==> config.mk <==
export PLATFORM = sky130hd
export DESIGN_NAME = touch_tap_detector
export DESIGN_NICKNAME = d
export VERILOG_FILES = /design/src/sv/ttd_pkg.sv /design/src/sv/ttd_front.sv /design/src/sv/ttd_queue.sv /design/src/sv/ttd_back.sv /design/src/sv/touch_tap_detector.sv
export SDC_FILE = /design/constraint.sdc
export NUM_CORES = 1
export LEC_CHECK = 0
export BUFFER_PORTS_ARGS = -buffer_cell sky130_fd_sc_hd__clkbuf_2
export CAP_MARGIN = 20
export CORE_ASPECT_RATIO = 1.2
export CORE_MARGIN = 2
export CORE_UTILIZATION = 60
export DETAILED_ROUTE_END_ITERATION = 6
export PLACE_DENSITY = 0.87
export RECOVER_POWER = 25
export SYNTH_ARGS = -nofsm -noshare
export SYNTH_HDL_FRONTEND = slang
export SYNTH_SLANG_ARGS = --single-unit
export TNS_END_PERCENT = 100
==> constraint.sdc <==
create_clock -name aclk -period 17 [get_ports aclk]
set_clock_uncertainty 0.2 [all_clocks]
set_input_delay 0.85 -clock aclk [delete_from_list [all_inputs] [get_ports aclk]]
set_output_delay 0.85 -clock aclk [all_outputs]
set_load 0.01 [all_outputs]
==> src/sv/ttd_pkg.sv <==
package ttd_pkg;

    // Event codes carried on the opcode field.
    localparam logic [1:0] OP_X     = 2'd0;
    localparam logic [1:0] OP_Y     = 2'd1;
    localparam logic [1:0] OP_PRESS = 2'd2;
    localparam logic [1:0] OP_OTHER = 2'd3;

    // Configuration register indexes.
    localparam logic [1:0] CFG_PRESSURE_LEVEL = 2'd0;
    localparam logic [1:0] CFG_TAP_TIME_LIMIT = 2'd1;
    localparam logic [1:0] CFG_MOTION_LIMIT   = 2'd2;

    // Configuration reset values.
    localparam logic [15:0] PRESSURE_LEVEL_RESET = 16'd10;
    localparam logic [15:0] TAP_TIME_LIMIT_RESET = 16'd200;
    localparam logic [15:0] MOTION_LIMIT_RESET   = 16'd50;

    // What the back end has to do with one item.
    typedef enum logic [2:0] {
        KIND_IGNORE  = 3'd0,
        KIND_X       = 3'd1,
        KIND_Y       = 3'd2,
        KIND_PRESS   = 3'd3,
        KIND_RELEASE = 3'd4
    } ttd_kind_t;

    typedef struct packed {
        ttd_kind_t   kind;
        logic [15:0] value;
        logic [31:0] now_ms;
    } ttd_item_t;

    typedef struct packed {
        logic [15:0] pressure_level;
        logic [15:0] tap_time_limit_ms;
        logic [15:0] motion_limit;
    } ttd_cfg_t;

endpackage

==> src/sv/ttd_front.sv <==
module ttd_front (
    input  logic [1:0]         opcode,
    input  logic [15:0]        sample_value,
    input  logic [31:0]        now_ms,
    input  ttd_pkg::ttd_cfg_t  cfg,
    output ttd_pkg::ttd_item_t item
);

    logic press_hi;

    // Signed compare: a negative pressure always reads as a release.
    assign press_hi = $signed({sample_value[15], sample_value})
                      >= $signed({1'b0, cfg.pressure_level});

    always_comb begin
        item.value  = sample_value;
        item.now_ms = now_ms;
        case (opcode)
            ttd_pkg::OP_X:     item.kind = ttd_pkg::KIND_X;
            ttd_pkg::OP_Y:     item.kind = ttd_pkg::KIND_Y;
            ttd_pkg::OP_PRESS: item.kind = press_hi ? ttd_pkg::KIND_PRESS
                                                    : ttd_pkg::KIND_RELEASE;
            default:           item.kind = ttd_pkg::KIND_IGNORE;
        endcase
    end

endmodule

==> src/sv/ttd_queue.sv <==
module ttd_queue #(
    parameter int DEPTH = 2
) (
    input  logic               aclk,
    input  logic               aresetn,
    input  logic               push,
    input  ttd_pkg::ttd_item_t push_item,
    output logic               full,
    input  logic               pop,
    output ttd_pkg::ttd_item_t pop_item,
    output logic               not_empty
);

    localparam int PTR_W = $clog2(DEPTH);
    localparam int CNT_W = $clog2(DEPTH + 1);

    ttd_pkg::ttd_item_t mem_reg [DEPTH];
    logic [PTR_W-1:0]   wr_ptr_reg, wr_ptr_next;
    logic [PTR_W-1:0]   rd_ptr_reg, rd_ptr_next;
    logic [CNT_W-1:0]   count_reg, count_next;

    assign full      = (count_reg == CNT_W'(DEPTH));
    assign not_empty = (count_reg != '0);
    assign pop_item  = mem_reg[rd_ptr_reg];

    always_comb begin
        wr_ptr_next = wr_ptr_reg;
        rd_ptr_next = rd_ptr_reg;
        if (push) begin
            wr_ptr_next = (wr_ptr_reg == PTR_W'(DEPTH - 1)) ? '0 : wr_ptr_reg + 1'b1;
        end
        if (pop) begin
            rd_ptr_next = (rd_ptr_reg == PTR_W'(DEPTH - 1)) ? '0 : rd_ptr_reg + 1'b1;
        end
        count_next = count_reg + CNT_W'(push) - CNT_W'(pop);
    end

    always_ff @(posedge aclk) begin
        if (!aresetn) begin
            wr_ptr_reg <= '0;
            rd_ptr_reg <= '0;
            count_reg  <= '0;
        end else begin
            wr_ptr_reg <= wr_ptr_next;
            rd_ptr_reg <= rd_ptr_next;
            count_reg  <= count_next;
        end
    end

    always_ff @(posedge aclk) begin
        if (push) begin
            mem_reg[wr_ptr_reg] <= push_item;
        end
    end

endmodule

==> src/sv/ttd_back.sv <==
module ttd_back (
    input  logic               aclk,
    input  logic               aresetn,
    input  ttd_pkg::ttd_cfg_t  cfg,
    input  logic               item_valid,
    input  ttd_pkg::ttd_item_t item,
    output logic               pop,
    output logic               m_valid,
    input  logic               m_ready,
    output logic               m_tap_detected,
    output logic               m_touch_down
);

    logic [15:0] last_x_reg, last_x_next;
    logic [15:0] last_y_reg, last_y_next;
    logic [15:0] origin_x_reg, origin_x_next;
    logic [15:0] origin_y_reg, origin_y_next;
    logic [31:0] press_time_reg, press_time_next;
    logic        seen_x_reg, seen_x_next;
    logic        seen_y_reg, seen_y_next;
    logic        origin_valid_reg, origin_valid_next;
    logic        active_reg, active_next;
    logic        has_moved_reg, has_moved_next;
    logic        m_valid_reg, m_valid_next;
    logic        tap_reg, tap_next;
    logic        down_reg;

    logic [15:0] new_x, new_y;
    logic [16:0] dx, dy, mag_x, mag_y;
    logic        drift;
    logic [31:0] elapsed;

    assign pop            = item_valid && (!m_valid_reg || m_ready);
    assign m_valid        = m_valid_reg;
    assign m_tap_detected = tap_reg;
    assign m_touch_down   = down_reg;

    // Coordinates as they stand after this item.
    assign new_x = (item.kind == ttd_pkg::KIND_X) ? item.value : last_x_reg;
    assign new_y = (item.kind == ttd_pkg::KIND_Y) ? item.value : last_y_reg;

    assign dx    = {new_x[15], new_x} - {origin_x_reg[15], origin_x_reg};
    assign dy    = {new_y[15], new_y} - {origin_y_reg[15], origin_y_reg};
    assign mag_x = dx[16] ? (17'd0 - dx) : dx;
    assign mag_y = dy[16] ? (17'd0 - dy) : dy;
    assign drift = (mag_x > {1'b0, cfg.motion_limit}) || (mag_y > {1'b0, cfg.motion_limit});

    assign elapsed = item.now_ms - press_time_reg;

    always_comb begin
        last_x_next       = last_x_reg;
        last_y_next       = last_y_reg;
        origin_x_next     = origin_x_reg;
        origin_y_next     = origin_y_reg;
        press_time_next   = press_time_reg;
        seen_x_next       = seen_x_reg;
        seen_y_next       = seen_y_reg;
        origin_valid_next = origin_valid_reg;
        active_next       = active_reg;
        has_moved_next    = has_moved_reg;
        tap_next          = 1'b0;
        case (item.kind)
            ttd_pkg::KIND_X, ttd_pkg::KIND_Y: begin
                last_x_next = new_x;
                last_y_next = new_y;
                seen_x_next = seen_x_reg || (item.kind == ttd_pkg::KIND_X);
                seen_y_next = seen_y_reg || (item.kind == ttd_pkg::KIND_Y);
                if (active_reg) begin
                    if (origin_valid_reg) begin
                        // Drift is only possible against an origin taken earlier.
                        if (drift) begin
                            has_moved_next = 1'b1;
                        end
                    end else if (seen_x_next && seen_y_next) begin
                        origin_x_next     = new_x;
                        origin_y_next     = new_y;
                        origin_valid_next = 1'b1;
                    end
                end
            end
            ttd_pkg::KIND_PRESS: begin
                if (!active_reg) begin
                    active_next       = 1'b1;
                    has_moved_next    = 1'b0;
                    press_time_next   = item.now_ms;
                    origin_valid_next = seen_x_reg && seen_y_reg;
                    if (seen_x_reg && seen_y_reg) begin
                        origin_x_next = last_x_reg;
                        origin_y_next = last_y_reg;
                    end
                end
            end
            ttd_pkg::KIND_RELEASE: begin
                if (active_reg) begin
                    tap_next = origin_valid_reg && !has_moved_reg
                               && (elapsed <= {16'd0, cfg.tap_time_limit_ms});
                    origin_x_next     = '0;
                    origin_y_next     = '0;
                    press_time_next   = '0;
                    origin_valid_next = 1'b0;
                    active_next       = 1'b0;
                    has_moved_next    = 1'b0;
                end
            end
            default: begin
            end
        endcase
    end

    always_comb begin
        m_valid_next = m_valid_reg;
        if (pop) begin
            m_valid_next = 1'b1;
        end else if (m_ready) begin
            m_valid_next = 1'b0;
        end
    end

    always_ff @(posedge aclk) begin
        if (!aresetn) begin
            last_x_reg       <= '0;
            last_y_reg       <= '0;
            origin_x_reg     <= '0;
            origin_y_reg     <= '0;
            press_time_reg   <= '0;
            seen_x_reg       <= 1'b0;
            seen_y_reg       <= 1'b0;
            origin_valid_reg <= 1'b0;
            active_reg       <= 1'b0;
            has_moved_reg    <= 1'b0;
            m_valid_reg      <= 1'b0;
        end else begin
            m_valid_reg <= m_valid_next;
            if (pop) begin
                last_x_reg       <= last_x_next;
                last_y_reg       <= last_y_next;
                origin_x_reg     <= origin_x_next;
                origin_y_reg     <= origin_y_next;
                press_time_reg   <= press_time_next;
                seen_x_reg       <= seen_x_next;
                seen_y_reg       <= seen_y_next;
                origin_valid_reg <= origin_valid_next;
                active_reg       <= active_next;
                has_moved_reg    <= has_moved_next;
            end
        end
    end

    always_ff @(posedge aclk) begin
        if (pop) begin
            tap_reg  <= tap_next;
            down_reg <= active_next;
        end
    end

endmodule

==> src/sv/touch_tap_detector.sv <==
// Channel     | Direction | Ports                                        | Moves
// ------------+-----------+----------------------------------------------+------------------
// s_ (events) | in        | s_valid s_ready s_opcode s_sample_value      | one sensor item
//             |           | s_now_ms                                     |
// m_ (result) | out       | m_valid m_ready m_tap_detected m_touch_down  | one result item
// cfg_        | in        | cfg_we cfg_index cfg_wdata                   | register write
//
// The block takes one item per clock while the queue has room and returns one result
// per item. An accepted item is written into the queue and, once the back end pops it,
// into the output register that drives the m_ port. The back end updates the whole
// touch state and loads the output register in the same cycle, which sets the sustained
// rate of one item per cycle while m_ready stays high. Reset (aresetn low at an edge)
// restores the register defaults and clears the touch state and the queue; a stall
// on the m_ side fills the queue and only then drops s_ready.
module touch_tap_detector #(
    parameter int QUEUE_DEPTH = 2
) (
    input  logic        aclk,
    input  logic        aresetn,

    input  logic        s_valid,
    output logic        s_ready,
    input  logic [1:0]  s_opcode,
    input  logic [15:0] s_sample_value,
    input  logic [31:0] s_now_ms,

    output logic        m_valid,
    input  logic        m_ready,
    output logic        m_tap_detected,
    output logic        m_touch_down,

    input  logic        cfg_we,
    input  logic [1:0]  cfg_index,
    input  logic [15:0] cfg_wdata
);

    // Configuration registers. They are to be written only while the block is idle (the block
    // does not enforce this), so the front end may compare pressure against them before the queue.
    ttd_pkg::ttd_cfg_t  cfg_reg, cfg_next;

    ttd_pkg::ttd_item_t front_item;
    ttd_pkg::ttd_item_t queue_item;
    logic               queue_full;
    logic               queue_not_empty;
    logic               queue_pop;
    logic               push;

    always_comb begin
        cfg_next = cfg_reg;
        if (cfg_we) begin
            case (cfg_index)
                ttd_pkg::CFG_PRESSURE_LEVEL: cfg_next.pressure_level    = cfg_wdata;
                ttd_pkg::CFG_TAP_TIME_LIMIT: cfg_next.tap_time_limit_ms = cfg_wdata;
                ttd_pkg::CFG_MOTION_LIMIT:   cfg_next.motion_limit      = cfg_wdata;
                default: begin
                end
            endcase
        end
    end

    always_ff @(posedge aclk) begin
        if (!aresetn) begin
            cfg_reg.pressure_level    <= ttd_pkg::PRESSURE_LEVEL_RESET;
            cfg_reg.tap_time_limit_ms <= ttd_pkg::TAP_TIME_LIMIT_RESET;
            cfg_reg.motion_limit      <= ttd_pkg::MOTION_LIMIT_RESET;
        end else begin
            cfg_reg <= cfg_next;
        end
    end

    // The input side only needs room in the queue.
    assign s_ready = !queue_full;
    assign push    = s_valid && s_ready;

    // Front end: decode the event kind and resolve press against release.
    ttd_front u_front (
        .opcode       (s_opcode),
        .sample_value (s_sample_value),
        .now_ms       (s_now_ms),
        .cfg          (cfg_reg),
        .item         (front_item)
    );

    // Short queue that lets the two halves stall independently.
    ttd_queue #(
        .DEPTH (QUEUE_DEPTH)
    ) u_queue (
        .aclk      (aclk),
        .aresetn   (aresetn),
        .push      (push),
        .push_item (front_item),
        .full      (queue_full),
        .pop       (queue_pop),
        .pop_item  (queue_item),
        .not_empty (queue_not_empty)
    );

    // Back end: touch state machine and the output register.
    ttd_back u_back (
        .aclk           (aclk),
        .aresetn        (aresetn),
        .cfg            (cfg_reg),
        .item_valid     (queue_not_empty),
        .item           (queue_item),
        .pop            (queue_pop),
        .m_valid        (m_valid),
        .m_ready        (m_ready),
        .m_tap_detected (m_tap_detected),
        .m_touch_down   (m_touch_down)
    );

endmodule

# Yosys cells after proc, flatten, opt, wreduce, memory -nomap -nowiden
# Memories as Yosys holds them, arrays and structs flattened. A register that Yosys moved wholly into a read port is not among the register bits.
# Index checks and enable logic that the tools add are counted.
# op_classes
add_sub_neg,9
magnitude_cmp,4
eq_ne,17
n_mux,42
n_reduce_logical,29
# op_table
op,n
$mux W16,13
$pmux W16 S3,2
$mux W32,2
$pmux W32 S2,1
$gt A17 B16 Y1,2
$mux W17,2
$sub A1 B17 Y17 const A,2
$sub A16 B16 Y17,2
$le A32 B16 Y1,1
$sub A32 B32 Y32,1
$ge A16 B17 Y1,1
$mux W1,17
$ne A2 B1 Y1 const B,6
$reduce_and A2 Y1,5
$pmux W3 S3,1
$reduce_and A8 Y1,1
$reduce_and A7 Y1,1
$eq A2 B2 Y1 const B,3
$eq A3 B2 Y1 const B,2
$logic_and A1 B1 Y1,6
$pmux W1 S3,2
$reduce_bool A2 Y1,3
$reduce_and A5 Y1,1
$eq A2 B1 Y1 const B,2
other kinds (14),22
# word_totals
ff_bits,156
ramBits,102
input_bits,73
out_inout_bits,4
wordCells,121
n_memories,1
# memory_table
memory,words,width,rd,rd_ports_with_merged_regs,wr,line,rtl
u_queue.mem_reg,2,51,1,1,1,ttd_queue.sv:17,ttd_pkg::ttd_item_t mem_reg [DEPTH];

# Logic depth before layout (Yosys ltp)
# depth
word_depth,11
mapped_depth,31
ltp_nobuf,27

# By module
# From an unflattened synthesis, not the netlist that was laid out.
# hier_totals
hier_cells,1793
hier_area_um2,17175.2
# modules_own_cells
module,n_inst,cells_per_inst,area_each_um2,seq_area_each_um2
ttd_back,1,1309,10256.1,2102.0
ttd_queue,1,180,4164.0,3163.0
touch_tap_detector,1,187,1900.6,960.9
ttd_front,1,117,854.6,0.0

# Least setup slack after synthesis
# OpenSTA, ideal clock, no wires.
# synth_path
path_type,reg-to-reg
from,register (tool-made name)
to,register u_back.has_moved_reg
setup_time_ns,0.116
t_arrival_ns,5.619
required_ns,16.684
slack_ns,11.065
stages_incl_launch_ff,30
path_buffers,4
path_cell_list,dfxtp_1 -> buf_6 -> clkbuf_1 -> clkbuf_1 -> mux2i_1 -> nor2_1 -> a21oi_1 -> ha_1 -> inv_1 -> fa_1 -> a211oi_1 -> o21ai_1 -> nand4_1 -> a31oi_1 -> a2111oi_0 -> mux2i_1 -> clkbuf_1 -> nor2_1 -> xor2_1 -> ha_1 -> nand3_1 -> o22ai_1 -> o21a_1 -> o21ai_0 -> o41ai_1 -> o221ai_1 -> nand3_1 -> o31a_1 -> mux2i_1 -> nor2b_1
# synth_lines
element,line,rtl
"end signal, assigned",ttd_back.sv:144,has_moved_reg <= has_moved_next;
"end, declared",ttd_back.sv:23,"logic has_moved_reg, has_moved_next;"

==> results.tsv <==
metric	value	unit
hold_sp	cfg_reg[8]	
Syn Area/Cell	9.168	um2
Starting Density	60.70	%
Synth Flop Type	dfxtp_1	
# rows	65	
Clk Latency, worst-skew pair	0.54	ns
hold crit path type	reg2reg	
PwrDens	194.5	nW/um2
register area share after synthesis	39.17	%
gpl congestion	0.9491	
max layer used	met4	
Max FO, Critical Path	55	
Min Hold Slack	0.2633	ns
combinational fraction of design power	62.0	%
Routed WL per cell	17.93	um
required time worst endpoint	17.22	ns
Clock Pin Slew Worst Setup and Hold Paths	0.07	ns
Peak VDD IR	125.6	uV
layout cells sized above 1	9.410	%
Synth top area share	19.65	%
first-pass GRT wire length	62020	um
drt total wl	38210	um
# diodes	0	
Die ar.	27820	um2
FF-to-FF path depth	26	
total iterations of the first detailed-routing run	5	
Place WS	10.17	ns
Layout Nets	1986	
total CTS buffers	26	
core area	26190	um2
GRT Util Overall	26.84	%
Die Span X	152.6	um
CP Capture Type	register	
worst slew pin tran	1.078	ns
CTS tree	yes	
max cap viols	0	
WL met1	14600	um
Detail Route Antenna Nets	0	
Sw Share	43.83	%
internal cell power	1892	uW
met2 wire length	19870	um
outcome	completed	
initial antenna violation count	0	
Max Clock Freq	144.2	MHz
Setup violations, final	0	
CTS sink count	259	
Reg2Reg Setup Slack	10.06	ns
final hold vios	0	
Slew Viols, Final	0	
syn_nets	1942	
postcts setup bufs	0	
Flop pwr share	22.0	%
Power Total	3369	uW
Net Sw Power	1477	uW
Longest Clk Path Bufs	3	
crit path DAT	7.16	ns
dominant cells by area after synthesis	edfxtp_1, dfxtp_1, ha_1	
post-synthesis register bit count	259	
leakage power	0.006765	uW
synthesized area	15900	um2
Crit Path Class	reg2reg	
htree depth	1	
Yosys top cell by area	edfxtp_1	
Synth top cells by count	nand2_1, dfxtp_1, inv_1	
die height	182.3	um
met3 WL	2002	um
PortBufs	76	
vias	12890	
vias in the first global route	12810	
root buffer cell	clkbuf_16	
termination of the worst setup path	u_back.has_moved_reg	
vias per cell	6.049	
EDFF count, synth	104	
Final Cycle Share	40.80	%
placed wire-length estimate	27580	um
DR iter-0 viols	862	
setup TNS	0	ns
largest net degree at the start of global routing	117	
max FFs per register	102	
cts repair resizes	0	
DRC viols	0	
Final min period	6.936	ns
CP startpoint kind	register	
RSZ-0062 raised after global routing	no	
Post-synth ARST share	0	%
Yosys cell types	81	
GRT Residual Overflow	0	
RR Endpoint	u_back.has_moved_reg	
I/O pins	77	
worst setup margin	10.06	ns
hold_buf cts	0	
Gate Count Post-Synth	1734	
Yosys warnings	0	
Slew Limit Headroom	28.12	%
clock share of power	16.0	%
area delta synth->final	8.973	%
count leader, synth	nand2_1	
[worst min-delay path by stage]
stage | to | slack (ns) | cells past startpoint
6_report | cfg_reg[8] | 0.26 | 2
5_1_grt | cfg_reg[6] | 0.28 | 2
4_1_cts | cfg_reg[8] | 0.27 | 2
3_5_place_dp | cfg_reg[8] | 0.26 | 2
3_3_place_gp | cfg_reg[11] | 0.25 | 2
2_1_floorplan | cfg_reg[10] | 0.24 | 2
[worst max-delay path: stages (launching register included)]
cell	delay (ns)
dfxtp_2	0.31
buf_4	0.62
mux2_2	0.43
nand2_1	0.06
buf_4	0.33
nor2_1	0.09
a21oi_1	0.24
ha_1	0.21
inv_1	0.06
fa_1	0.43
a211oi_1	0.34
o21bai_1	0.14
a21oi_1	0.18
xnor2_1	0.16
nor4_1	0.85
a31oi_1	0.21
xor2_1	0.19
ha_1	0.31
nand2_1	0.08
nor4_1	0.36
o21ai_0	0.15
o41ai_1	0.09
o221ai_1	0.20
nand3_1	0.12
o31a_1	0.16
mux2i_1	0.18
nor2b_1	0.07
[metrics by stage]
step,cell area (um2),instances,utilization [%]
after global placement,16500,2080,62.99
final,17320,2131,66.15
after floorplan,15900,1734,-
after global routing,17320,2131,66.15
after CTS,17300,2127,66.06
after detailed placement,16500,2081,63.02
[power by group through the flow]
stage / logic, uW / registers [uW] / clock network [uW]
2_1_floorplan: 1600 / 748 / 0
3_3_place_gp: 1980 / 749 / 0
3_5_place_dp: 2050 / 753 / 0
4_1_cts: 2070 / 741 / 547
5_1_grt: 2330 / 746 / 568
6_report: 2090 / 741 / 540
[cell type report]
class	count	area (um2)
well taps	335	419.2
fillers	2029	8865
multi-input cells	1257	8851
clock buffers	30	665.6
flip-flops and latches	259	6227
inverters	142	533.0
repair buffers	92	496.7
clock inverters	16	130.1
[logic make-up after synthesis]
logic type / count (synthesis) / share of synthesized area (%)
AND/OR/NAND/NOR: 519 / 15.86
flip-flops: 259 / 39.17
adder cells (fa/ha/maj): 135 / 10.77
multiplexers: 61 / 4.124
XOR/XNOR: 73 / 4.022
buffers and inverters: 218 / 5.289
AO/OA/AOI/OAI: 469 / 20.77
[layout by cell type, fill, tap and decap left out, types with 28 or more instances in the layout]
master / instances
nand2_1: 265
clkbuf_1: 34
xor2_1: 28
edfxtp_1: 104
a22oi_1: 30
nor2b_1: 49
a21oi_1: 99
o21ai_0: 58
o211a_1: 33
inv_1: 142
clkbuf_2: 44
dfxtp_1: 154
nor2_1: 53
xnor2_1: 45
nor3b_1: 32
mux2_2: 35
ha_1: 132
a21o_1: 40
a21boi_0: 71
[layer usage]
metal / global-route usage (%) / vias up
met3: 3.823 / 116
li1: - / 6252
met5: 0 / -
met1: 29.63 / 6112
met4: 11.93 / 0
met2: 50.91 / 411
Note: power is estimated with default switching activity, not from simulation.
